### config.mk
export PLATFORM = sky130hd
export DESIGN_NAME = space_to_tab_compressor_top
export DESIGN_NICKNAME = d
export VERILOG_FILES = /design/src/hdl/stc_pkg.sv /design/src/hdl/space_to_tab_compressor_top.sv
export SDC_FILE = /design/constraint.sdc
export NUM_CORES = 1
export LEC_CHECK = 0
export ABC_AREA = 1
export BUFFER_PORTS_ARGS = -buffer_cell sky130_fd_sc_hd__buf_2
export CORE_MARGIN = 4
export CORE_UTILIZATION = 30
export DETAILED_ROUTE_END_ITERATION = 10
export GPL_TIMING_DRIVEN = 0
export PLACE_DENSITY_LB_ADDON = 0.12
export SKIP_LAST_GASP = 1
export SLEW_MARGIN = 20
export SYNTH_ARGS = -nofsm -noshare
export SYNTH_HDL_FRONTEND = slang
export SYNTH_SLANG_ARGS = --single-unit
### constraint.sdc
create_clock -name clk -period 8.5 [get_ports clk]
set_input_delay 0.425 -clock clk [delete_from_list [all_inputs] [get_ports clk]]
set_output_delay 0.425 -clock clk [all_outputs]
set_load 0.02 [all_outputs]
### src/hdl/stc_pkg.sv
`default_nettype none
package stc_pkg;

  // Character codes
  localparam logic [7:0] CH_TAB      = 8'h09;
  localparam logic [7:0] CH_NL       = 8'h0A;
  localparam logic [7:0] CH_SPACE    = 8'h20;
  localparam logic [7:0] CH_QMARK    = 8'h3F;
  localparam logic [7:0] CH_PRINT_HI = 8'h7E;

  // Column limit default and run length limit
  localparam int          MAX_COLUMN_DEF = 4095;
  localparam int          CNT_W          = 12;
  localparam logic [11:0] COUNT_MAX      = 12'hFFF;

  // Tab width register
  localparam int         TW_W        = 6;
  localparam logic [5:0] TW_RESET    = 6'd8;
  localparam logic [5:0] TW_MAX      = 6'd32;

  // Register indexes (byte address bit 2)
  localparam logic REG_TAB_WIDTH = 1'b0;
  localparam logic REG_INT_MODE  = 1'b1;

endpackage
`default_nettype wire

### src/hdl/space_to_tab_compressor_top.sv
`default_nettype none
// Space-to-tab compressor. Takes one text byte per input beat (tlast marks end of
// stream) and produces runs of (byte, repeat count): a tab run, a space run and the
// byte itself, the final beat of an input carrying tlast. Leading whitespace, or all
// whitespace when internal_mode is set, only moves a pending source column; the next
// visible byte flushes the gap. The block handles one input beat at a time. A
// converted space only moves the source column; a newline, or end of stream past
// column 0, goes straight to the byte slot. A converted tab runs the divider for
// the next stop. Any other byte then passes three emit slots (tab run, space run,
// the byte), whether the run is empty or not; a gap with conversion and a tab width
// of 2 or more is first divided, and a literal tab runs the divider for its stop.
// The divider is the shared radix-2 divider by the tab width, which yields one
// quotient bit per cycle; COL_W is the bit width of MAX_COLUMN.
// Stalls on the result side hold the emit slots. A finished result may wait in the output
// register while the next input beat is taken.
module space_to_tab_compressor_top
  import stc_pkg::*;
#(
  parameter int MAX_COLUMN = MAX_COLUMN_DEF
) (
  input  wire logic        clk,
  input  wire logic        rst_n,
  // input stream
  input  wire logic        in_tvalid,
  output logic             in_tready,
  input  wire logic [7:0]  in_tdata,   // [7:0] in_byte
  input  wire logic        in_tlast,   // end_of_stream
  // result stream
  output logic             out_tvalid,
  input  wire logic        out_tready,
  output logic [23:0]      out_tdata,  // [7:0] out_byte, [19:8] repeat_count, [23:20] zero
  output logic             out_tlast,  // last_of_run
  // configuration
  input  wire logic        cfg_psel,
  input  wire logic        cfg_penable,
  input  wire logic        cfg_pwrite,
  input  wire logic [2:0]  cfg_paddr,
  input  wire logic [31:0] cfg_pwdata,
  output logic [31:0]      cfg_prdata,
  output logic             cfg_pready
);

  localparam int COL_W = $clog2(MAX_COLUMN + 1);
  localparam int DC_W  = $clog2(COL_W);
  localparam int EXT_W = (COL_W > CNT_W) ? COL_W : CNT_W;
  localparam logic [COL_W-1:0] MAXC    = COL_W'(MAX_COLUMN);
  localparam logic [COL_W-1:0] MAXC_M1 = COL_W'(MAX_COLUMN - 1);
  localparam logic [COL_W-1:0] ONE     = COL_W'(1);

  // sequencer states
  localparam logic [2:0] S_IDLE   = 3'd0;
  localparam logic [2:0] S_DIV    = 3'd1;
  localparam logic [2:0] S_EMIT_T = 3'd2;
  localparam logic [2:0] S_EMIT_S = 3'd3;
  localparam logic [2:0] S_EMIT_C = 3'd4;

  // divider jobs
  localparam logic [1:0] P_COL  = 2'd0;
  localparam logic [1:0] P_SRC  = 2'd1;
  localparam logic [1:0] P_STOP = 2'd2;

  function automatic logic [CNT_W-1:0] cnt_sat(input logic [COL_W-1:0] v);
    logic [EXT_W-1:0] e;
    e = EXT_W'(v);
    if (e > EXT_W'(COUNT_MAX)) cnt_sat = COUNT_MAX;
    else cnt_sat = e[CNT_W-1:0];
  endfunction

  function automatic logic [COL_W-1:0] sat_inc(input logic [COL_W-1:0] c);
    if (c >= MAXC) sat_inc = MAXC;
    else sat_inc = c + ONE;
  endfunction

  // registers
  logic [2:0]       state_r, state_nxt;
  logic [1:0]       phase_r, phase_nxt;
  logic             emit_pend_r, emit_pend_nxt;
  logic [5:0]       tw_r, tw_nxt;
  logic             mode_r, mode_nxt;
  logic             line_start_r, line_start_nxt;
  logic [COL_W-1:0] ocol_r, ocol_nxt;
  logic [COL_W-1:0] scol_r, scol_nxt;
  logic [COL_W-1:0] div_val_r, div_val_nxt;
  logic [COL_W-1:0] quo_r, quo_nxt;
  logic [5:0]       rem_r, rem_nxt;
  logic [DC_W-1:0]  dcnt_r, dcnt_nxt;
  logic [COL_W-1:0] qc_r, qc_nxt;
  logic [CNT_W-1:0] tabs_r, tabs_nxt;
  logic [CNT_W-1:0] spaces_r, spaces_nxt;
  logic [7:0]       char_r, char_nxt;
  logic             out_valid_r, out_valid_nxt;
  logic [7:0]       out_byte_r, out_byte_nxt;
  logic [CNT_W-1:0] out_cnt_r, out_cnt_nxt;
  logic             out_last_r, out_last_nxt;

  // effective tab width, 1..32
  logic [5:0] w_eff;
  always_comb begin
    if (tw_r == 6'd0) w_eff = 6'd1;
    else if (tw_r > TW_MAX) w_eff = TW_MAX;
    else w_eff = tw_r;
  end

  // shared divider step: one quotient bit
  logic [6:0]       div_sh;
  logic             div_bit;
  logic [5:0]       div_rem;
  logic [COL_W-1:0] div_quo;
  always_comb begin
    div_sh  = {rem_r, quo_r[COL_W-1]};
    div_bit = (div_sh >= {1'b0, w_eff});
    div_rem = div_bit ? 6'(div_sh - {1'b0, w_eff}) : div_sh[5:0];
    div_quo = {quo_r[COL_W-2:0], div_bit};
  end

  // next tab stop from the finished division of div_val_r
  logic [COL_W:0]   stop_sum;
  logic [COL_W-1:0] stop_col;
  always_comb begin
    stop_sum = {1'b0, div_val_r} - (COL_W+1)'(div_rem) + (COL_W+1)'(w_eff);
    stop_col = (stop_sum > {1'b0, MAXC}) ? MAXC : stop_sum[COL_W-1:0];
  end

  // tab and space runs from the column and source quotients
  logic [COL_W-1:0] fl_t, fl_pos, fl_end, fl_tabs, fl_spaces;
  logic             fl_special, fl_cap;
  always_comb begin
    fl_t       = div_quo - qc_r;
    fl_special = (fl_t != '0) && ((ocol_r + ONE) == scol_r);
    fl_pos     = (fl_t != '0) ? (scol_r - COL_W'(div_rem)) : ocol_r;
    fl_cap     = (scol_r == MAXC) && (fl_pos < MAXC_M1);
    fl_end     = fl_cap ? MAXC : fl_pos;
    fl_tabs    = fl_special ? '0 : (fl_t + COL_W'(fl_cap));
    fl_spaces  = fl_special ? ONE : (scol_r - fl_end);
  end

  logic       conv, in_acc, ld, cfg_wr;
  logic [7:0] in_b, mapped;
  assign conv   = line_start_r | mode_r;
  assign in_acc = in_tvalid & in_tready;
  assign ld     = ~out_valid_r | out_tready;
  assign cfg_wr = cfg_psel & cfg_penable & cfg_pwrite;
  assign in_b   = in_tdata;
  assign mapped = ((in_b < CH_SPACE) || (in_b > CH_PRINT_HI)) ? CH_QMARK : in_b;

  always_comb begin
    state_nxt      = state_r;
    phase_nxt      = phase_r;
    emit_pend_nxt  = emit_pend_r;
    tw_nxt         = tw_r;
    mode_nxt       = mode_r;
    line_start_nxt = line_start_r;
    ocol_nxt       = ocol_r;
    scol_nxt       = scol_r;
    div_val_nxt    = div_val_r;
    quo_nxt        = quo_r;
    rem_nxt        = rem_r;
    dcnt_nxt       = dcnt_r;
    qc_nxt         = qc_r;
    tabs_nxt       = tabs_r;
    spaces_nxt     = spaces_r;
    char_nxt       = char_r;
    out_valid_nxt  = out_valid_r & ~out_tready;
    out_byte_nxt   = out_byte_r;
    out_cnt_nxt    = out_cnt_r;
    out_last_nxt   = out_last_r;

    // register writes
    if (cfg_wr) begin
      if (cfg_paddr[2] == REG_TAB_WIDTH) tw_nxt = cfg_pwdata[5:0];
      else mode_nxt = cfg_pwdata[0];
    end

    unique case (state_r)
      S_IDLE: begin
        if (in_acc) begin
          tabs_nxt   = '0;
          spaces_nxt = '0;
          if (in_tlast || in_b == CH_NL) begin
            // end of line or stream: drop pending whitespace
            char_nxt       = CH_NL;
            line_start_nxt = 1'b1;
            ocol_nxt       = '0;
            scol_nxt       = '0;
            if (!in_tlast || ocol_r != '0) state_nxt = S_EMIT_C;
          end else if (in_b == CH_SPACE && conv) begin
            scol_nxt = sat_inc(scol_r);
          end else if (in_b == CH_TAB && conv) begin
            // advance source column to next stop
            div_val_nxt   = scol_r;
            quo_nxt       = scol_r;
            rem_nxt       = '0;
            dcnt_nxt      = DC_W'(COL_W - 1);
            phase_nxt     = P_STOP;
            emit_pend_nxt = 1'b0;
            state_nxt     = S_DIV;
          end else begin
            char_nxt = (in_b == CH_TAB) ? CH_TAB : mapped;
            if (conv && ocol_r < scol_r && w_eff != 6'd1) begin
              // converted gap: divide both columns by tab width
              div_val_nxt = ocol_r;
              quo_nxt     = ocol_r;
              rem_nxt     = '0;
              dcnt_nxt    = DC_W'(COL_W - 1);
              phase_nxt   = P_COL;
              state_nxt   = S_DIV;
            end else begin
              logic [COL_W-1:0] colf;
              colf = (ocol_r < scol_r) ? scol_r : ocol_r;
              if (ocol_r < scol_r) begin
                if (conv) begin
                  tabs_nxt   = cnt_sat(scol_r - ocol_r - ONE);
                  spaces_nxt = CNT_W'(1);
                end else begin
                  spaces_nxt = cnt_sat(scol_r - ocol_r);
                end
              end
              if (in_b == CH_TAB) begin
                // literal tab: output column moves to next stop
                div_val_nxt   = colf;
                quo_nxt       = colf;
                rem_nxt       = '0;
                dcnt_nxt      = DC_W'(COL_W - 1);
                phase_nxt     = P_STOP;
                emit_pend_nxt = 1'b1;
                state_nxt     = S_DIV;
              end else begin
                ocol_nxt  = sat_inc(colf);
                scol_nxt  = sat_inc(colf);
                if (mapped != CH_SPACE) line_start_nxt = 1'b0;
                state_nxt = S_EMIT_T;
              end
            end
          end
        end
      end

      S_DIV: begin
        quo_nxt  = div_quo;
        rem_nxt  = div_rem;
        dcnt_nxt = dcnt_r - DC_W'(1);
        if (dcnt_r == '0) begin
          unique case (phase_r)
            P_COL: begin
              qc_nxt      = div_quo;
              div_val_nxt = scol_r;
              quo_nxt     = scol_r;
              rem_nxt     = '0;
              dcnt_nxt    = DC_W'(COL_W - 1);
              phase_nxt   = P_SRC;
            end
            P_SRC: begin
              tabs_nxt       = cnt_sat(fl_tabs);
              spaces_nxt     = cnt_sat(fl_spaces);
              ocol_nxt       = sat_inc(scol_r);
              scol_nxt       = sat_inc(scol_r);
              if (char_r != CH_SPACE) line_start_nxt = 1'b0;
              state_nxt      = S_EMIT_T;
            end
            P_STOP: begin
              scol_nxt = stop_col;
              if (emit_pend_r) begin
                ocol_nxt  = stop_col;
                state_nxt = S_EMIT_T;
              end else begin
                state_nxt = S_IDLE;
              end
            end
            default: state_nxt = S_IDLE;
          endcase
        end
      end

      S_EMIT_T: begin
        if (tabs_r == '0) begin
          state_nxt = S_EMIT_S;
        end else if (ld) begin
          out_valid_nxt = 1'b1;
          out_byte_nxt  = CH_TAB;
          out_cnt_nxt   = tabs_r;
          out_last_nxt  = 1'b0;
          state_nxt     = S_EMIT_S;
        end
      end

      S_EMIT_S: begin
        if (spaces_r == '0) begin
          state_nxt = S_EMIT_C;
        end else if (ld) begin
          out_valid_nxt = 1'b1;
          out_byte_nxt  = CH_SPACE;
          out_cnt_nxt   = spaces_r;
          out_last_nxt  = 1'b0;
          state_nxt     = S_EMIT_C;
        end
      end

      S_EMIT_C: begin
        if (ld) begin
          out_valid_nxt = 1'b1;
          out_byte_nxt  = char_r;
          out_cnt_nxt   = CNT_W'(1);
          out_last_nxt  = 1'b1;
          state_nxt     = S_IDLE;
        end
      end

      default: state_nxt = S_IDLE;
    endcase
  end

  // control state
  always_ff @(posedge clk) begin
    if (!rst_n) begin
      state_r      <= S_IDLE;
      phase_r      <= P_COL;
      emit_pend_r  <= 1'b0;
      tw_r         <= TW_RESET;
      mode_r       <= 1'b0;
      line_start_r <= 1'b1;
      ocol_r       <= '0;
      scol_r       <= '0;
      dcnt_r       <= '0;
      out_valid_r  <= 1'b0;
    end else begin
      state_r      <= state_nxt;
      phase_r      <= phase_nxt;
      emit_pend_r  <= emit_pend_nxt;
      tw_r         <= tw_nxt;
      mode_r       <= mode_nxt;
      line_start_r <= line_start_nxt;
      ocol_r       <= ocol_nxt;
      scol_r       <= scol_nxt;
      dcnt_r       <= dcnt_nxt;
      out_valid_r  <= out_valid_nxt;
    end
  end

  // datapath
  always_ff @(posedge clk) begin
    div_val_r  <= div_val_nxt;
    quo_r      <= quo_nxt;
    rem_r      <= rem_nxt;
    qc_r       <= qc_nxt;
    tabs_r     <= tabs_nxt;
    spaces_r   <= spaces_nxt;
    char_r     <= char_nxt;
    out_byte_r <= out_byte_nxt;
    out_cnt_r  <= out_cnt_nxt;
    out_last_r <= out_last_nxt;
  end

  assign in_tready  = (state_r == S_IDLE);
  assign out_tvalid = out_valid_r;
  assign out_tdata  = {4'b0000, out_cnt_r, out_byte_r};
  assign out_tlast  = out_last_r;
  assign cfg_pready = 1'b1;
  assign cfg_prdata = (cfg_paddr[2] == REG_INT_MODE) ? {31'b0, mode_r} : {26'b0, tw_r};

endmodule
`default_nettype wire

==> metrics.txt <==
core utilization of the finished layout=0.347; final layout net count=1910; run status=finished, final reports clean; fraction of layout instances using a drive strength above 1=0.122; Crit-path slowest cell=sky130_fd_sc_hd__o21ai_0; area enclosed by the die boundary=43800 um^2; count of fill cells added during filler insertion=4325; total global routing overflow=0; number of enable flip-flop cells after synthesis=95; upper clock frequency limit=0.134 GHz; count of unresolved DRC violations after routing=0; most instantiated cells after synthesis=sky130_fd_sc_hd__nand2_1 (292), sky130_fd_sc_hd__inv_1 (264), sky130_fd_sc_hd__nor2_1 (151), sky130_fd_sc_hd__o21ai_0 (119), sky130_fd_sc_hd__nand3_1 (103); TritonCTS sink count=138; final instance area=13800 um^2; Num CTS Buffers=17; largest net degree at the start of global routing=25; Synth area leaders=sky130_fd_sc_hd__edfxtp_1 (23%), sky130_fd_sc_hd__nand2_1 (9.0%), sky130_fd_sc_hd__inv_1 (8.2%), sky130_fd_sc_hd__ha_1 (7.5%), sky130_fd_sc_hd__dfxtp_1 (7.1%); Distinct cells, synth=60; cell type with the highest occurrence count on the critical path=sky130_fd_sc_hd__nand2_1; share of the synthesized netlist area taken by xor and xnor gates=0.0600; starting utilization of the core area=0.304; adder and majority gate portion of the synthesized area=0.0901; Post-Syn Area=12100 um^2; number of synthesis warnings=0; I/O pin count=111; area fraction of the dominant cell type after synthesis=0.235; total iterations of the first detailed-routing run=5; Longest Clk Path Bufs=2; remaining number of nets flagged by the antenna check after routing=0; worst-skew pair later-pin latency=0.45 ns; RSZ-0062 raised after global routing=false; Die Span Y=209 um; number of I/O port buffers=50; largest family of logic cells by synthesized area=simple AND/OR/NAND/NOR gates; share of the clock period used by the worst path after layout=0.876; Compound-Gate Fraction of Synth Area=0.163; total of hold buffers inserted after clock tree synthesis=0; critical path data arrival time=7.65 ns; core area=39900 um^2; Setup violations, final=0; Worst Setup Slack post-DPL=1.06 ns; synthesis-to-finish area growth=13.9%; setup_tns=0 ns; total of max-cap violations=0; required time at the endpoint of the critical path=8.70 ns; initial antenna violation count=0; number of global-route vias before repair=11000; final routed wire length divided by cell count=18.4 um; min setup slack post-route=1.05 ns; Post-Route Skew=0.0117 ns; multiplexer share of the synthesized area=0; type of the worst setup path=register to register; post-detail-place hpwl=34400 um; row count=73; type of origin of the critical path=register; Worst setup EP type=register; cell taking the most area after synthesis=sky130_fd_sc_hd__edfxtp_1; most frequent cell after synthesis=sky130_fd_sc_hd__nand2_1; path class of the lowest-slack min-delay path=input port to register; Clock Pin Slew Worst Setup and Hold Paths=0.07 ns; Overall Global Routing Usage=0.192; actual transition at the worst max-transition pin=1.06 ns; number of vias in the routed layout=11500; proportion of synthesized chip area in sequential cells=0.306; slowest stage delay, CP=0.70 ns; number of diodes added for antenna fixing=0; biggest fanout along the worst timing path=10; cell area after placement=13200 um^2; Synth Area in Simple Gates=0.255; average cell area after synthesis=7.24 um^2; synthesized instance count=1676; number of buffers inserted by post-CTS setup repair=0; Most used DFF post-synth=sky130_fd_sc_hd__edfxtp_1; Seq cells post-synth=138; deepest level of the CTS H-tree=4; Final Hold Vio Count=0; final max-slew violation count=0; buffer cell driving the clock tree root=sky130_fd_sc_hd__clkbuf_16; time the worst path needs with I/O delays and setup=7.45 ns; Die X-Extent=209 um; wire length of the first global-routing pass=65500 um; total wirelength of the detailed-routed design=42600 um; Slew headroom=0.286; RD Place Congestion=0.941; clock tree from TritonCTS=done; drt via density=4.98; post-cts gate resize count=0; Async SR Flop Fraction=0; 1st-iter DRT viols=875
-- area by class of cell --
cell class,instances,area (um^2),area share
clock buffers,17,425,0.0308
plain buffers,77,455,0.0329
multi-input cells,1208,7040,0.509
inverters,283,1060,0.0768
flip-flops and latches,138,3710,0.268
repair buffers,52,285,0.0206
clock inverters,15,190,0.0138
well taps,525,657,0.0475
-- state kept, by name, summed over array words and instances, names as in the netlist --
register,cells
rem_r,6
tabs_r,12
tw_r,6
line_start_r,1
spaces_r,12
dcnt_r,4
char_r,8
ocol_r,12
scol_r,12
emit_pend_r,1
out_byte_r,8
out_cnt_r,12
quo_r,12
mode_r,1
out_tlast,1
div_val_r,12
phase_r,2
qc_r,12
out_tvalid,1
state_r,3
-- critical path: cells and delay by family (launching register included) --
kind	cells	cell delay (ns)
AND/OR/NAND/NOR	25	2.41
XOR/XNOR	1	0.21
adder cells (fa/ha/maj)	4	1.37
buffers and inverters	6	0.72
AO/OA/AOI/OAI	8	2.15
flip-flops	1	0.32
-- layer usage --
metal | vias up | global-route usage | routed length [um]
met5 | - | 0 | 0
met4 | 0 | 0.0596 | 1150
li1 | 5750 | - | -
met2 | 339 | 0.302 | 19000
met3 | 58 | 0.0297 | 2030
met1 | 5390 | 0.273 | 20400
-- cells in the final DEF (no fill, tap or decap), types with 25 or more instances in the layout --
master	instances
sky130_fd_sc_hd__xor2_1	59
sky130_fd_sc_hd__conb_1	32
sky130_fd_sc_hd__nand4_1	32
sky130_fd_sc_hd__buf_4	33
sky130_fd_sc_hd__clkbuf_1	34
sky130_fd_sc_hd__a21oi_1	86
sky130_fd_sc_hd__o21ai_0	119
sky130_fd_sc_hd__dfxtp_1	43
sky130_fd_sc_hd__ha_1	73
sky130_fd_sc_hd__edfxtp_1	95
sky130_fd_sc_hd__nand2_1	292
sky130_fd_sc_hd__buf_2	54
sky130_fd_sc_hd__nand3_1	103
sky130_fd_sc_hd__o22ai_1	25
sky130_fd_sc_hd__inv_1	264
sky130_fd_sc_hd__nor2_1	150
-- stage by stage --
step                cells  hold slack [ns]
floorplan            1706            0.437
global placement     2281            0.476
detailed placement   2283            0.481
CTS                  2315            0.178
global route         2315            0.194
finish               2315            0.199
-- worst paths after layout --
check	slack (ns)	to	depth (start not counted)	start
min	0.20	tw_r[3]$_SDFFE_PN1P_	3	cfg_pwdata[3]
min reg2reg	0.49	tw_r[1]$_SDFFE_PN0P_	2	tw_r[1]$_SDFFE_PN0P_
max reg2reg	1.05	spaces_r[11]$_DFFE_PP_	44	tw_r[2]$_SDFFE_PN0P_
max	1.05	spaces_r[11]$_DFFE_PP_	44	tw_r[2]$_SDFFE_PN0P_
-- logic make-up (layout without fill, tap and decap cells) --
family / Yosys count / in the layout
other: 2 / 32
XOR/XNOR: 81 / 81
AND/OR/NAND/NOR: 679 / 679
buffers and inverters: 360 / 444
flip-flops: 138 / 138
adder cells (fa/ha/maj): 82 / 82
AO/OA/AOI/OAI: 334 / 334
Power is left out: the tool's default activity adds up to more than one toggle a clock period on the data nets, which glitch-free logic cannot reach.
